--- config.mk ---
export PLATFORM = sky130hd
export DESIGN_NAME = sxc_ram
export DESIGN_NICKNAME = d
export VERILOG_FILES = /design/src/sxc_ram.sv
export SDC_FILE = /design/constraint.sdc
export NUM_CORES = 1
export LEC_CHECK = 0
export BUFFER_PORTS_ARGS = -buffer_cell sky130_fd_sc_hd__buf_2
export CAP_MARGIN = 30
export CORE_MARGIN = 5
export CORE_UTILIZATION = 34
export DETAILED_ROUTE_END_ITERATION = 12
export SYNTH_ARGS = -nofsm -noshare
export SYNTH_HDL_FRONTEND = slang
export SYNTH_SLANG_ARGS = --single-unit
--- constraint.sdc ---
create_clock -name clk -period 2.2 [get_ports clk]
set_input_delay 0.11 -clock clk [delete_from_list [all_inputs] [get_ports clk]]
set_output_delay 0.11 -clock clk [all_outputs]
set_load 0.05 [all_outputs]
--- src/sxc_ram.sv ---
// Generic single-port-write, registered-read RAM.
`default_nettype none
module sxc_ram #(
  parameter int unsigned WIDTH = 1,
  parameter int unsigned DEPTH = 256
) (
  input  wire logic                     clk,
  input  wire logic                     wr_en,
  input  wire logic [$clog2(DEPTH)-1:0] wr_addr,
  input  wire logic [WIDTH-1:0]         wr_data,
  input  wire logic [$clog2(DEPTH)-1:0] rd_addr,
  output logic      [WIDTH-1:0]         rd_data
);

  logic [WIDTH-1:0] mem [DEPTH];

  always_ff @(posedge clk) begin
    if (wr_en) begin
      mem[wr_addr] <= wr_data;
    end
    rd_data <= mem[rd_addr];
  end

endmodule
`default_nettype wire
---- After elaboration in Yosys (flattened, before gate mapping) ----
Memories as Yosys holds them, arrays and structs flattened. A register that Yosys moved wholly into a read port is not among the register bits.
Index checks and enable logic that the tools add are counted.
storage, ports and cells
  register bits ........................... 0
  RAM bits ................................ 256
  input port bits ......................... 19
  logic and storage cells ................. 3
  memories ................................ 1
memories
  name  depth  width  read ports  clocked after memory_dff  wr ports  line  RTL
  mem   256    1      1           1                         1         15    logic [WIDTH-1:0] mem [DEPTH];
operators by class
  mux-type cells .......................... 2
operators by type and width
  kind    number
  $mux 1  2

---- Depth between registers and ports, before layout ----
  word-level depth ........................ 2
  gate-level depth with buffers ........... 10

---- Worst setup path before layout ----
Ideal clock, no wire load.
  path type ............................... in2reg
  from .................................... in rd_addr[0]
  to ...................................... reg rd_data, read port of mem
  setup time .............................. 0.129 ns
  arrival ................................. 1.756 ns
  path slack .............................. 0.315 ns
  stages on the path ...................... 8
  buffers on the path ..................... 2
  cell sequence ........................... buf_6 -> buf_6 -> mux4_2 -> mux4_2 -> mux2i_1 -> o22ai_1 -> a21oi_1 -> a22oi_1
RTL lines
  element          line  RTL
  start, declared  11    input wire logic [$clog2(DEPTH)-1:0] rd_addr,
  end, declared    12    output logic [WIDTH-1:0] rd_data

==> metrics.cfg <==
[route]
viasPerCell = 5.09
dr.pass1.iters = 5
routedWlPerCell_um = 20.1
drc = 0
drt_iter0_drc = 665
dr_total_vias = 6584
wl_mm = 26.0
ant_nets = 0

[clock_network]
clk_latency_ns = 0.53
cts-resized-gates = 0
cts.sinks = 257
cts-hold-fix-buffers = 0
cts_buffers = 26
cts_tree = yes
clk_pin_slew_ns = 0.06
clock_path_buffers = 3
root_buffer = clkbuf_16
post-cts-setup-buffer-count = 0
htreeDepth = 1

[logic_synthesis]
synthXorXnorAreaFrac = 0
netlist_area_um2 = 11100
async_flop_share = 0
yosysWarnings = 0
ys_types = 35
synth_top_family_by_area = multiplexers
synth-compound-area-share = 0.0311
synth-edff-count = 256
synth-simple-area-share = 0.119
synthesis.nets = 807
ys.flop_type = edfxtp_1
synthMuxAreaShare = 0.132
post_synth.cell_area_avg_um2 = 14.1
synth_seq_area_share = 0.693
synth_fa_ha_area_frac = 0
synthCells = 788
ys_ff_latch = 257

[floorplan]
start_util = 0.343
dieArea_um2 = 36400
pin_count = 20
die_x_um = 191
coreArea_um2 = 32500
core.rowCount = 66
die_h_um = 191

[global_routing]
gr-usage-all-layers = 0.143
grt_overflow_total = 0
grt_pass1_vias = 6783
grt_pass1_wl_mm = 40.1
antenna_found_initial = 0
grt_max_degree = 81

[sta]
post-route-period-util = 0.950
fmax_ghz = 0.478
rsz0062_at_grt = false
worst_slack_ns = 0.109
slew_headroom = 0.530
slew_violations = 0
worst_slew_pin_slew_ns = 0.703
hold_viol = 0
fin_worst_skew_ns = 0.0126
fin_crit_ns = 2.09
setup_viol = 0

[run]
cap_violations = 0

[hold_path]
min_path_type = input port to register

[finish]
layout_commonest_cell = nor2_1
nets = 850
drive_gt1_frac = 0.183
syn_to_final_growth_pct = 16.3
layout_common_cells = nor2_1 (268), edfxtp_1 (256), mux2i_1 (51), buf_4 (47), mux4_2 (42)
n_antenna_cell = 0

[pwr]
p_leak_nw = 4.02
total_power_mw = 10.8
p_per_area_nw_per_um2 = 838
peakVddDrop_v = 0.000496

[place]
routabilityCongestion = 0.770
io_buffers = 19
hpwl_mm = 16.0
place_ws_ns = -0.0778

[setup_path]
critPathMaxStageDelay_ns = 0.48
cp.arrival_ns = 2.50
start_kind = register
crit_buf_inv = 1
crit_chain = mux4_2, a22oi_1, buf_4, a31oi_1, a311oi_1, a22oi_1
cpMostUsedCell = a22oi_1
path_max_fanout = 1
end_kind = register
cp_top_family = compound AO/OA/AOI/OAI gates
cp.required_ns = 2.61
worst_path_max_delay_cell = mux4_2
crit_type = register to register

[run_status]
outcome = finished, final reports clean

## where the power goes
part           switching, mW  leakage, nW  total [mW]  internal, mW
Combinational          0.366         1.25       0.587         0.222
Sequential           0.00417         2.31        5.40          5.39
Clock                   1.86        0.456        4.86          2.99
Total                   2.23         4.02        10.8          8.61
## state kept, by name, indices dropped and copies added (netlist names)
| name | flops |
|---|---|
| mem | 256 |
| rd_data | 1 |
## final timing paths
check / start / to / slack [ns] / depth (start not counted)
min: rd_addr[6] / rd_data$_DFF_P_ / 0.01 / 3
max: mem[107]$_DFFE_PP_ / rd_data$_DFF_P_ / 0.11 / 6
min reg2reg: mem[183]$_DFFE_PP_ / rd_data$_DFF_P_ / 0.93 / 6
max reg2reg: mem[107]$_DFFE_PP_ / rd_data$_DFF_P_ / 0.11 / 6
## synthesized netlist by cell type (6+ instances only)
library cell | n | area (µm²)
edfxtp_1 | 256 | 7690
nand2_1 | 23 | 86.3
nor2_1 | 268 | 1010
o22ai_1 | 23 | 144
mux4_2 | 42 | 946
nor2b_1 | 9 | 56.3
mux2i_1 | 51 | 510
a22o_1 | 6 | 52.6
a22oi_1 | 8 | 60.1
buf_2 | 6 | 30.0
nand3_1 | 12 | 60.1
clkbuf_1 | 39 | 146
## kinds of logic after synthesis
kind of cell	Yosys count
AND/OR/NAND/NOR	330
flip-flops	257
multiplexers	94
buffers and inverters	57
AO/OA/AOI/OAI	50
## cell type report
cell class,count,area [µm²]
fillers,3008,19500
well taps,442,553
clock inverters,21,300
inverters,1,3.75
clock buffers,27,654
repair buffers,71,584
flip-flops and latches,257,7710
multi-input cells,474,3140
## routing by layer
layer,global-route usage,up-vias,share of wire
met5,0,-,0
met4,0.0378,0,0.024
met3,0.0179,42,0.043
met2,0.257,159,0.51
met1,0.183,3381,0.42
li1,-,3002,-
## stage by stage
| stage | instance area [µm²] | hold WS, ns | instances | util | TNS [ns] |
|---|---|---|---|---|---|
| after floorplan | 11100 | 0.209 | 788 | - | 0 |
| after global placement | 12000 | 0.552 | 1245 | 0.369 | -0.0706 |
| after detailed placement | 12000 | 0.566 | 1245 | 0.369 | -0.0778 |
| after CTS | 12900 | 0.00221 | 1293 | 0.399 | 0 |
| after global routing | 12900 | 0.0179 | 1293 | 0.399 | 0 |
| final | 12900 | 0.0145 | 1293 | 0.399 | 0 |
## worst min-delay path, delay by kind of cell
| kind | cells | cell delay [ns] |
|---|---|---|
| compound gates | 2 | 0.23 |
| buf+inv | 1 | 0.15 |
No activity file was read; power rests on OpenSTA's default activity.
